`src/rit_pkg.sv`:
```
package rit_pkg;

	// Prescaler: timer cycles per period unit
	localparam int unsigned PRESCALE = 15;

	localparam int unsigned OP_W     = 2;
	localparam int unsigned ADDR_W   = 12;
	localparam int unsigned DATA_W   = 16;
	localparam int unsigned PERIOD_W = 16;
	localparam int unsigned CTL_W    = 3;

	// A zero period stands for the full 2^16 units
	localparam int unsigned FULL_PERIOD = 1 << PERIOD_W;
	localparam int unsigned CNT_W       = $clog2(FULL_PERIOD * PRESCALE + 1);

	// Counter readout: ceil(count / PRESCALE) by reciprocal multiply
	localparam int unsigned SUM_W    = CNT_W + 1;
	localparam int unsigned RECIP_SH = CNT_W + $clog2(PRESCALE) + 2;
	localparam int unsigned RECIP_W  = RECIP_SH + 1;
	localparam longint unsigned RECIP = ((64'd1 << RECIP_SH) + PRESCALE - 1) / PRESCALE;
	localparam int unsigned PROD_W   = SUM_W + RECIP_W;

	// Register map
	localparam logic [ADDR_W-1:0] SEL_MASK    = 12'hFC0;
	localparam logic [ADDR_W-1:0] REG_CONTROL = 12'hF00;
	localparam logic [ADDR_W-1:0] REG_PERIOD  = 12'hF80;
	localparam logic [ADDR_W-1:0] REG_COUNTER = 12'hFC0;

	// Control bit positions
	localparam int unsigned CTL_IRQ_EN = 0;
	localparam int unsigned CTL_RUN    = 1;
	localparam int unsigned CTL_FLAG   = 2;

	typedef enum logic [OP_W-1:0] {
		OP_TICK       = 2'd0,
		OP_READ_HALF  = 2'd1,
		OP_READ_BYTE  = 2'd2,
		OP_WRITE_HALF = 2'd3
	} op_t;

	typedef struct packed {
		op_t               operation;
		logic [ADDR_W-1:0] address;
		logic [DATA_W-1:0] write_data;
	} req_t;

	typedef struct packed {
		logic [CTL_W-1:0]    ctl;
		logic [PERIOD_W-1:0] period;
		logic [CNT_W-1:0]    count;
	} state_t;

	// Reload value in timer cycles
	function automatic logic [CNT_W-1:0] period_cycles(input logic [PERIOD_W-1:0] period);
		logic [PERIOD_W:0] units;
		logic [CNT_W-1:0]  cycles;
		units  = (period == '0) ? (PERIOD_W+1)'(FULL_PERIOD) : {1'b0, period};
		cycles = CNT_W'(units) * CNT_W'(PRESCALE);
		return cycles;
	endfunction

endpackage

```
`src/rit_if.sv`:
```
interface rit_req_if;
	logic                                valid;
	logic                                ready;
	rit_pkg::op_t                        operation;
	logic [rit_pkg::ADDR_W-1:0]          address;
	logic [rit_pkg::DATA_W-1:0]          write_data;

	modport source (output valid, output operation, output address, output write_data,
		input ready);
	modport sink (input valid, input operation, input address, input write_data,
		output ready);
endinterface

interface rit_rsp_if;
	logic                       valid;
	logic                       ready;
	logic [rit_pkg::DATA_W-1:0] read_data;
	logic                       irq;

	modport source (output valid, output read_data, output irq, input ready);
	modport sink (input valid, input read_data, input irq, output ready);
endinterface

```
`src/rit_regs.sv`:
```
module rit_regs (
	input  logic            clk,
	input  logic            arst_n,
	input  logic            advance,
	input  rit_pkg::req_t   item,
	output rit_pkg::state_t st,
	output logic            flag_next
);

	rit_pkg::state_t              st_q;
	rit_pkg::state_t              nxt;
	logic [rit_pkg::CNT_W-1:0]    eff;

	always_comb begin
		nxt = st_q;
		eff = rit_pkg::period_cycles(st_q.period);
		unique case (item.operation)
			rit_pkg::OP_TICK: begin
				if (st_q.ctl[rit_pkg::CTL_RUN]) begin
					// expire at one (or an unexpected zero): reload, raise flag if interrupts are enabled
					if (st_q.count <= rit_pkg::CNT_W'(1)) begin
						nxt.count = st_q.count + eff - rit_pkg::CNT_W'(1);
						if (st_q.ctl[rit_pkg::CTL_IRQ_EN])
							nxt.ctl[rit_pkg::CTL_FLAG] = 1'b1;
					end else begin
						nxt.count = st_q.count - rit_pkg::CNT_W'(1);
					end
				end
			end
			rit_pkg::OP_WRITE_HALF: begin
				if ((item.address & rit_pkg::SEL_MASK) == rit_pkg::REG_CONTROL) begin
					// load the counter on a rising count enable
					if (!st_q.ctl[rit_pkg::CTL_RUN] && item.write_data[rit_pkg::CTL_RUN])
						nxt.count = eff;
					nxt.ctl = item.write_data[rit_pkg::CTL_W-1:0];
				end else if ((item.address & rit_pkg::SEL_MASK) == rit_pkg::REG_PERIOD) begin
					nxt.period = item.write_data[rit_pkg::PERIOD_W-1:0];
				end
			end
			default: begin
			end
		endcase
	end

	always_ff @(posedge clk or negedge arst_n) begin
		if (!arst_n) begin
			st_q <= '0;
		end else if (advance) begin
			st_q <= nxt;
		end
	end

	assign st        = st_q;
	assign flag_next = nxt.ctl[rit_pkg::CTL_FLAG];

endmodule

```
`src/rit_read.sv`:
```
module rit_read (
	input  rit_pkg::state_t             st,
	input  rit_pkg::req_t               item,
	output logic [rit_pkg::DATA_W-1:0]  read_data
);

	logic [rit_pkg::SUM_W-1:0]  sum;
	logic [rit_pkg::PROD_W-1:0] prod;
	logic [rit_pkg::DATA_W-1:0] units;
	logic [rit_pkg::DATA_W-1:0] word;
	logic [rit_pkg::ADDR_W-1:0] sel;

	// ceil(count / PRESCALE) = floor((count + PRESCALE - 1) * RECIP >> RECIP_SH)
	assign sum   = rit_pkg::SUM_W'(st.count) + rit_pkg::SUM_W'(rit_pkg::PRESCALE - 1);
	assign prod  = rit_pkg::PROD_W'(sum) * rit_pkg::PROD_W'(rit_pkg::RECIP);
	assign units = prod[rit_pkg::RECIP_SH +: rit_pkg::DATA_W];
	assign sel   = item.address & rit_pkg::SEL_MASK;

	always_comb begin
		if (sel == rit_pkg::REG_CONTROL)
			word = rit_pkg::DATA_W'(st.ctl);
		else if (sel == rit_pkg::REG_PERIOD)
			word = st.period;
		else if (sel == rit_pkg::REG_COUNTER)
			word = units;
		else
			word = '0;
	end

	always_comb begin
		unique case (item.operation)
			rit_pkg::OP_READ_HALF: read_data = word;
			rit_pkg::OP_READ_BYTE: read_data = item.address[0] ? {8'h00, word[15:8]}
				: {8'h00, word[7:0]};
			default:               read_data = '0;
		endcase
	end

endmodule

```
`src/reload_interval_timer.sv`:
```
// Register-mapped interval timer with a fixed prescaler. Every request is a tick, a
// halfword read, a byte read or a halfword write, and every request yields exactly one
// response carrying read_data (zero for ticks and writes) and irq, the request flag
// after the request took effect. Requests are taken into an input register and
// executed against the timer state; the response lands in an output register, so one
// request per clock is sustained while rsp.ready is held high, and a stalled response
// only holds the pipe while both the input and output registers are full. Registers
// (address bits 11..6): control at 0xF00 (bit0 interrupt enable, bit1 count enable,
// bit2 request flag, writable directly), period at 0xF80 (0 means 65536), counter at
// 0xFC0 (read only, in period units rounded up). Setting count enable loads the
// counter with period times the prescale of 15.
module reload_interval_timer (
	input  logic      clk,
	input  logic      arst_n,
	rit_req_if.sink   req,
	rit_rsp_if.source rsp
);

	// input register
	logic                        valid_s1;
	rit_pkg::req_t               item_s1;

	// output register
	logic                        valid_s2;
	logic [rit_pkg::DATA_W-1:0]  read_data_s2;
	logic                        irq_s2;

	logic                        advance;
	rit_pkg::state_t             st;
	logic                        flag_next;
	logic [rit_pkg::DATA_W-1:0]  read_data;

	// execute the held request when the output register is free or being drained
	assign advance   = valid_s1 && (!valid_s2 || rsp.ready);
	assign req.ready = !valid_s1 || advance;

	always_ff @(posedge clk or negedge arst_n) begin
		if (!arst_n) begin
			valid_s1 <= 1'b0;
		end else if (req.ready) begin
			valid_s1 <= req.valid;
		end
	end

	// payload, no reset needed
	always_ff @(posedge clk) begin
		if (req.valid && req.ready) begin
			item_s1.operation  <= req.operation;
			item_s1.address    <= req.address;
			item_s1.write_data <= req.write_data;
		end
	end

	// timer state and its update
	rit_regs u_regs (
		.clk       (clk),
		.arst_n    (arst_n),
		.advance   (advance),
		.item      (item_s1),
		.st        (st),
		.flag_next (flag_next)
	);

	// reads see the state before this request; reads change nothing
	rit_read u_read (
		.st        (st),
		.item      (item_s1),
		.read_data (read_data)
	);

	always_ff @(posedge clk or negedge arst_n) begin
		if (!arst_n) begin
			valid_s2 <= 1'b0;
		end else if (advance) begin
			valid_s2 <= 1'b1;
		end else if (rsp.ready) begin
			valid_s2 <= 1'b0;
		end
	end

	always_ff @(posedge clk) begin
		if (advance) begin
			read_data_s2 <= read_data;
			irq_s2       <= flag_next;
		end
	end

	assign rsp.valid     = valid_s2;
	assign rsp.read_data = read_data_s2;
	assign rsp.irq       = irq_s2;

endmodule
```
`src/flat_wrapper.sv`:
```
// flat-port wrapper written by rule: the top's interface ports become plain ports
module reload_interval_timer_flat 
  (clk, arst_n, req_valid, req_operation, req_address, req_write_data, req_ready, rsp_valid, rsp_read_data, rsp_irq, rsp_ready);
  rit_req_if req_i ();
  rit_rsp_if rsp_i ();
  input  logic clk;
  input  logic arst_n;
  input wire logic [$bits(req_i.valid)-1:0] req_valid;
  input wire logic [$bits(req_i.operation)-1:0] req_operation;
  input wire logic [$bits(req_i.address)-1:0] req_address;
  input wire logic [$bits(req_i.write_data)-1:0] req_write_data;
  output wire logic [$bits(req_i.ready)-1:0] req_ready;
  output wire logic [$bits(rsp_i.valid)-1:0] rsp_valid;
  output wire logic [$bits(rsp_i.read_data)-1:0] rsp_read_data;
  output wire logic [$bits(rsp_i.irq)-1:0] rsp_irq;
  input wire logic [$bits(rsp_i.ready)-1:0] rsp_ready;
  assign req_i.valid = req_valid;
  assign req_i.operation = req_operation;
  assign req_i.address = req_address;
  assign req_i.write_data = req_write_data;
  assign req_ready = req_i.ready;
  assign rsp_valid = rsp_i.valid;
  assign rsp_read_data = rsp_i.read_data;
  assign rsp_irq = rsp_i.irq;
  assign rsp_i.ready = rsp_ready;
  reload_interval_timer u_core (.clk(clk), .arst_n(arst_n), .req(req_i), .rsp(rsp_i));
endmodule
```
`config.mk`:
```
export PLATFORM = sky130hd
export DESIGN_NAME = reload_interval_timer_flat
export DESIGN_NICKNAME = d
export VERILOG_FILES = /design/src/rit_pkg.sv /design/src/rit_if.sv /design/src/rit_regs.sv /design/src/rit_read.sv /design/src/reload_interval_timer.sv /design/src/flat_wrapper.sv
export SDC_FILE = /design/constraint.sdc
export NUM_CORES = 1
export LEC_CHECK = 0
export ABC_AREA = 1
export BUFFER_PORTS_ARGS = -buffer_cell sky130_fd_sc_hd__buf_2
export CAP_MARGIN = 25
export CORE_ASPECT_RATIO = 0.8
export CORE_UTILIZATION = 55
export DETAILED_ROUTE_END_ITERATION = 7
export HOLD_SLACK_MARGIN = 0.15
export PLACE_DENSITY_LB_ADDON = 0.1
export SYNTH_ARGS = -nofsm -noshare
export SYNTH_HDL_FRONTEND = slang
export SYNTH_SLANG_ARGS = --single-unit
```
`constraint.sdc`:
```
create_clock -name clk -period 8 [get_ports clk]
set_input_delay 1.6 -clock clk [delete_from_list [all_inputs] [get_ports clk]]
set_output_delay 1.6 -clock clk [all_outputs]
set_load 0.005 [all_outputs]
```
======== After elaboration in Yosys (flattened, before gate mapping) ========
Index checks and enable logic that the tools add are counted.
storage, ports and cells
  register bits after elaboration ......... 88
  word-level logic and storage cells ...... 61
  input bits .............................. 34
  output and inout bits ................... 19
cells by class
  $mul .................................... 2
  muxes and demuxes ....................... 18
  reduce and logical (&&, ||, !) cells .... 15
  add/sub/neg operators ................... 4
  bitwise gates (word level) .............. 1
  equal/unequal tests ..................... 9
  order comparisons ....................... 1
operators by type and width
  kind                                                                               count
  20-bit two-way mux                                                                 4
  16-bit two-way mux                                                                 3
  21-bit by 23-bit multiplier with 42-bit output, second input constant              1
  20-bit one-hot mux with 2 select lines                                             1
  20-bit by 1-bit subtractor with 20-bit output, second input constant               2
  16-bit one-hot mux with 2 select lines                                             1
  20-bit by 4-bit adder with 21-bit output, second input constant                    1
  20-bit adder                                                                       1
  20-bit by 1-bit less-or-equal comparator with 1-bit output, second input constant  1
  17-bit by 4-bit multiplier with 20-bit output, second input constant               1
  6-bit == test, second input constant                                               3
  17-bit two-way mux                                                                 1
  16-bit logical NOT                                                                 1
  8-bit two-way mux                                                                  1
  2-bit != test, second input constant                                               3
  1-bit two-way mux                                                                  5
  5-bit AND reduction                                                                1
  2-bit == test, second input constant                                               2
  4-bit AND reduction                                                                1
  2-bit nonzero test                                                                 2
  1-bit logical AND                                                                  3
  1-bit logical NOT                                                                  3
  3-bit two-way mux                                                                  1
  3-bit AND reduction                                                                1
  5 further kinds                                                                    6

======== Longest topological paths before layout ========
  word-level depth ........................ 8
  gate-level depth with buffers ........... 37
  depth with buffers taken out ............ 37

======== By module ========
A second synthesis with hierarchy kept.
second synthesis, totals
  cell total of the unflattened synthesis .. 1880
  area, all modules ....................... 14086.0 µm²
modules (own cells, without submodules)
  module                 cells an instance  times used  area an instance (µm²)
  rit_read               994                1           6670.1
  rit_regs               827                1           5909.4
  reload_interval_timer  59                 1           1506.4

======== Least setup slack after synthesis ========
OpenSTA, ideal clock, no wires.
  path type ............................... register to register
  from .................................... reg u_core.u_regs.st_q (netlist bit u_core.u_regs.st[1])
  to ...................................... reg u_core.read_data_s2 (netlist bit u_core.rsp.read_data[6]), data pin
  slack ................................... 1.883 ns
  setup time .............................. 0.253 ns
  stages on the path, launching flop included .. 35
  arrival ................................. 5.865 ns
  period minus slack after synthesis ...... 6.117 ns
  path buffers ............................ 0
  cells stage by stage .................... dfrtp_1 -> inv_1 -> nand2_2 -> nand3_2 -> nor2_2 -> nand2_2 -> nor2_4 -> nand3_2 -> nor4_4 -> nand2_2 -> nand2_1 -> o21ai_1 -> ha_1 -> fa_1 -> fa_1 -> fa_1 -> inv_1 -> fa_1 -> inv_1 -> fa_1 -> ha_1 -> ha_1 -> nand2_1 -> nor2_1 -> inv_1 -> nor3_1 -> o21ai_0 -> nand2_1 -> nand2_1 -> nand3_1 -> nand2_1 -> nand3_1 -> nand2_1 -> nand2_1 -> nand2_1
on the way
  word-level cells in the longest chain between the ends .. 7
RTL lines
  what                                              line                         RTL
  start: declaration                                rit_regs.sv:10               rit_pkg::state_t st_q;
  start signal: assignment                          rit_regs.sv:49               st_q <= nxt;
  20-bit by 4-bit adder with 21-bit output *        rit_read.sv:14               assign sum = rit_pkg::SUM_W'(st.count) + rit_pkg::SUM_W'(rit_pkg::PRESCALE - 1);
  21-bit by 23-bit multiplier with 42-bit output *  rit_read.sv:15               assign prod = rit_pkg::PROD_W'(sum) * rit_pkg::PROD_W'(rit_pkg::RECIP);
  16-bit two-way mux *                              rit_read.sv:24               else if (sel == rit_pkg::REG_COUNTER)
  16-bit two-way mux *                              rit_read.sv:22               else if (sel == rit_pkg::REG_PERIOD)
  16-bit two-way mux *                              rit_read.sv:20               if (sel == rit_pkg::REG_CONTROL)
  8-bit two-way mux                                 rit_read.sv:33               rit_pkg::OP_READ_BYTE: read_data = item.address[0] ? {8'h00, word[15:8]}
  16-bit one-hot mux with 2 select lines *          rit_read.sv:31               unique case (item.operation)
  named net u_core.read_data, one bit               reload_interval_timer.sv:31  logic [rit_pkg::DATA_W-1:0] read_data;
  end signal: assignment                            reload_interval_timer.sv:83  read_data_s2 <= read_data;
  end: declaration                                  reload_interval_timer.sv:25  logic [rit_pkg::DATA_W-1:0] read_data_s2;
The timed path passes the listed nets; every way through them passes the cells marked *.
A chain may end at the register's enable or synchronous reset.

======== Final worst setup path ========
  from .................................... reg u_core.u_regs.st_q (netlist bit u_core.u_regs.st[1])
  to ...................................... reg u_core.read_data_s2 (netlist bit u_core.rsp.read_data[2]), data pin
The elaborated chain is that of the path after synthesis.

==> impl_results.rst <==
.. list-table::
   :header-rows: 1

   * - Metric
     - Value
   * - Result of the run
     - completed
   * - Path class of the lowest-slack min-delay path
     - flop to flop
   * - Most frequently used flop master after synthesis
     - edfxtp_1
   * - Most frequent cells in the layout
     - nand2_1 (387), inv_1 (318), ha_1 (232)
   * - Post-CTS Setup Repair Bufs
     - 0
   * - Hold-fix buffers at CTS
     - 0
   * - Post-DRT Antenna Nets
     - 0
   * - Height of the die
     - 141 µm
   * - Total of endpoints with negative setup slack in the final report
     - 0
   * - Final period utilization
     - 89.5%
   * - Multi-input combinational cell area
     - approximately 9600 µm²
   * - Overall routing resource usage
     - 29.3%
   * - H-tree depth
     - 3
   * - Count of instances resized after the clock tree is built
     - 0
   * - CTS Buffer Depth
     - 2
   * - Seq/Total Area, Yosys
     - 17.2%
   * - Async set-reset flop share out of synthesis
     - 49.4%
   * - Area of the core region
     - 23600 µm²
   * - Post-placement cell count
     - ~2100
   * - Average cell area after synthesis
     - 7.53 µm²
   * - Net count reported at finish
     - roughly 2200
   * - Max stage delay on crit path
     - 790 ps
   * - Required time of the critical path
     - 8130 ps
   * - Clk pin slew, worst setup/hold paths
     - 80 ps
   * - Row count
     - 50
   * - Crit path top cell by count
     - nand2_1
   * - Final-report max-slew violation count
     - 0
   * - Pin count of the biggest net entering global routing
     - 42
   * - Top post-synthesis cells by area
     - ha_1 (22%), fa_1 (13%), nand2_1 (11%)
   * - Number of antenna cells inserted
     - 0
   * - Max Fanout on Critical Path
     - 9
   * - Total wire length
     - 35000 µm
   * - Share of the core filled with cells in the final layout
     - 60.1%
   * - Crit path buf inv count
     - 6
   * - Data arrival, critical path
     - 7290 ps
   * - Dominant cell type by area after synthesis
     - ha_1
   * - Slowest library cell on the worst path
     - nor3_1
   * - Vias per cell
     - 5.46
   * - Layout-stage area growth over the synthesis result
     - 6.51%
   * - CP Capture Type
     - flop
   * - First-pass GRT wire length
     - 56100 µm
   * - Area share of the leading cell type in the synthesized netlist
     - between 20 and 25%
   * - Most common cell after layout, fill and taps aside
     - nand2_1
   * - Setup repair after global routing missed its margin
     - no
   * - Quantity of I/O buffers inserted on ports
     - 47
   * - Root buffer cell
     - clkbuf_16
   * - Clock Sink Count
     - 83
   * - First-pass iteration count of the detailed router
     - 6
   * - Fillcell total
     - 2230
   * - Starting utilization of the core area
     - 56.4%
   * - Insertion delay to the later sink of the worst-skew pair
     - 360 ps
   * - Synthesized cell area
     - 13300 µm²
   * - Residual DRC count
     - 0
   * - Final Wtd Congestion
     - 0.977
   * - Number of different library cells in the post-synthesis netlist
     - 57
   * - Time the worst path needs with I/O delays and setup
     - 7160 ps
   * - Share of cells above drive strength 1
     - 7.46%
   * - WS Path Type
     - flop to flop
   * - Worst slew slack as a fraction of its limit
     - a little under a third
   * - Number of failing hold endpoints at the final stage
     - 0
   * - Maximum clock skew at final layout
     - 22.1 ps
   * - Total Neg Setup Slack
     - 0 ps
   * - Synth Net Count
     - 2119
   * - Worst slack, placed
     - 1010 ps
   * - Nature of the critical path startpoint
     - flop
   * - Max-Cap Viols
     - 0
   * - Clock tree from TritonCTS
     - yes
   * - Number of synthesized register bits
     - 83
   * - Synthesized instance count
     - 1766
   * - Clock buffers created by TritonCTS
     - 9
   * - Worst path top cell family by delay
     - adder cells
   * - Crit path setup slack, layout
     - 837 ps
   * - Overflow left after global routing
     - 0
   * - Worst-margin pin slew
     - 1040 ps
   * - Floorplan die width
     - 176 µm
   * - Final non-filler cell total
     - approximately 2100
   * - Yosys Warn Count
     - 0
   * - First-iteration detailed-routing DRC count
     - 949
   * - Antenna violations before repair
     - 0
   * - DPL Wire Length
     - 29800 µm
   * - Number of global-route vias before repair
     - 10900
   * - Number of primary I/O pins
     - 53
   * - Sequential cell area
     - 2290 µm²
   * - Fmax
     - approximately 0.14 GHz
   * - WL per Instance
     - 16.5 µm
   * - Total Die Area
     - between 20000 and 25000 µm²
   * - Number of flops mapped to enable cells by yosys
     - 42
   * - Total via count after detailed routing
     - 11600
[flip-flops by register name (all words and copies together) (netlist names)]
register              cells
u_core.u_regs.st         39
u_core.rsp.valid          1
u_core.valid_s1           1
u_core.rsp.irq            1
u_core.rsp.read_data     16
u_core.item_s1           25
[routing by layer]
metal	up-vias	wire, µm	track usage [%]
met4	0	266	5.17
met3	24	3200	8.20
li1	5778	-	-
met5	-	0	0
met2	372	14500	43.1
met1	5421	17100	42.9
[worst paths after layout]
| kind | from | to | slack, ps | depth (start not counted) |
|---|---|---|---|---|
| min in group asynchronous | arst_n | u_core.u_regs.st[2] | 1060 | 1 |
| setup reg to reg | u_core.u_regs.st[1] | u_core.rsp.read_data[2] | 840 | 33 |
| hold reg to reg | u_core.item_s1[13] | u_core.u_regs.st[33] | 500 | 2 |
| hold / removal | u_core.item_s1[13] | u_core.u_regs.st[33] | 500 | 2 |
| max in group asynchronous | arst_n | u_core.u_regs.st[31] | 6440 | 2 |
| setup / recovery | u_core.u_regs.st[1] | u_core.rsp.read_data[2] | 840 | 33 |
[per-stage QoR]
step | instance area (µm²) | hold slack (ps)
6_report | 14200 | 498
5_1_grt | 14200 | 523
4_1_cts | 14100 | 504
3_5_place_dp | 13800 | 486
3_3_place_gp | 13800 | 475
2_1_floorplan | 13300 | 461
[worst reg2reg max path, delay by kind of cell, from the launching register on]
kind	cells	cell delay [ps]
fa+ha+maj	9	3150
simple gates	17	2190
buf+inv	6	800
flops	1	400
xor+xnor	1	390
[cells in the mapped netlist (14+ instances only)]
library cell	number
fa_1	87
edfxtp_1	42
o21ai_0	67
nor3_1	16
nand2_1	387
nand3_1	88
ha_1	232
inv_1	318
a21oi_1	110
dfrtp_1	41
nand4_1	21
nor2_1	150
xor2_1	33
xnor2_1	14
[area by class of cell]
type,count,area share [%]
multi-input combinational,1329,68.0
timing repair buffer,52,2.07
inverter,330,8.80
clock inverter,6,0.627
clock buffer,10,1.62
tap,312,2.75
sequential,83,16.1
[cell families after synthesis]
family                     synth area share (%)
AOI/OAI and AO/OA                          10.1
xor gates and xnor gates                   3.09
adders and majority gates                  34.9
buffers and inverters                      10.4
DFF                                        17.2
and+or+nand+nor                            24.3
Power is not shown: default switching activity piles up to over one toggle a cycle in this logic, so the estimate is an artifact.
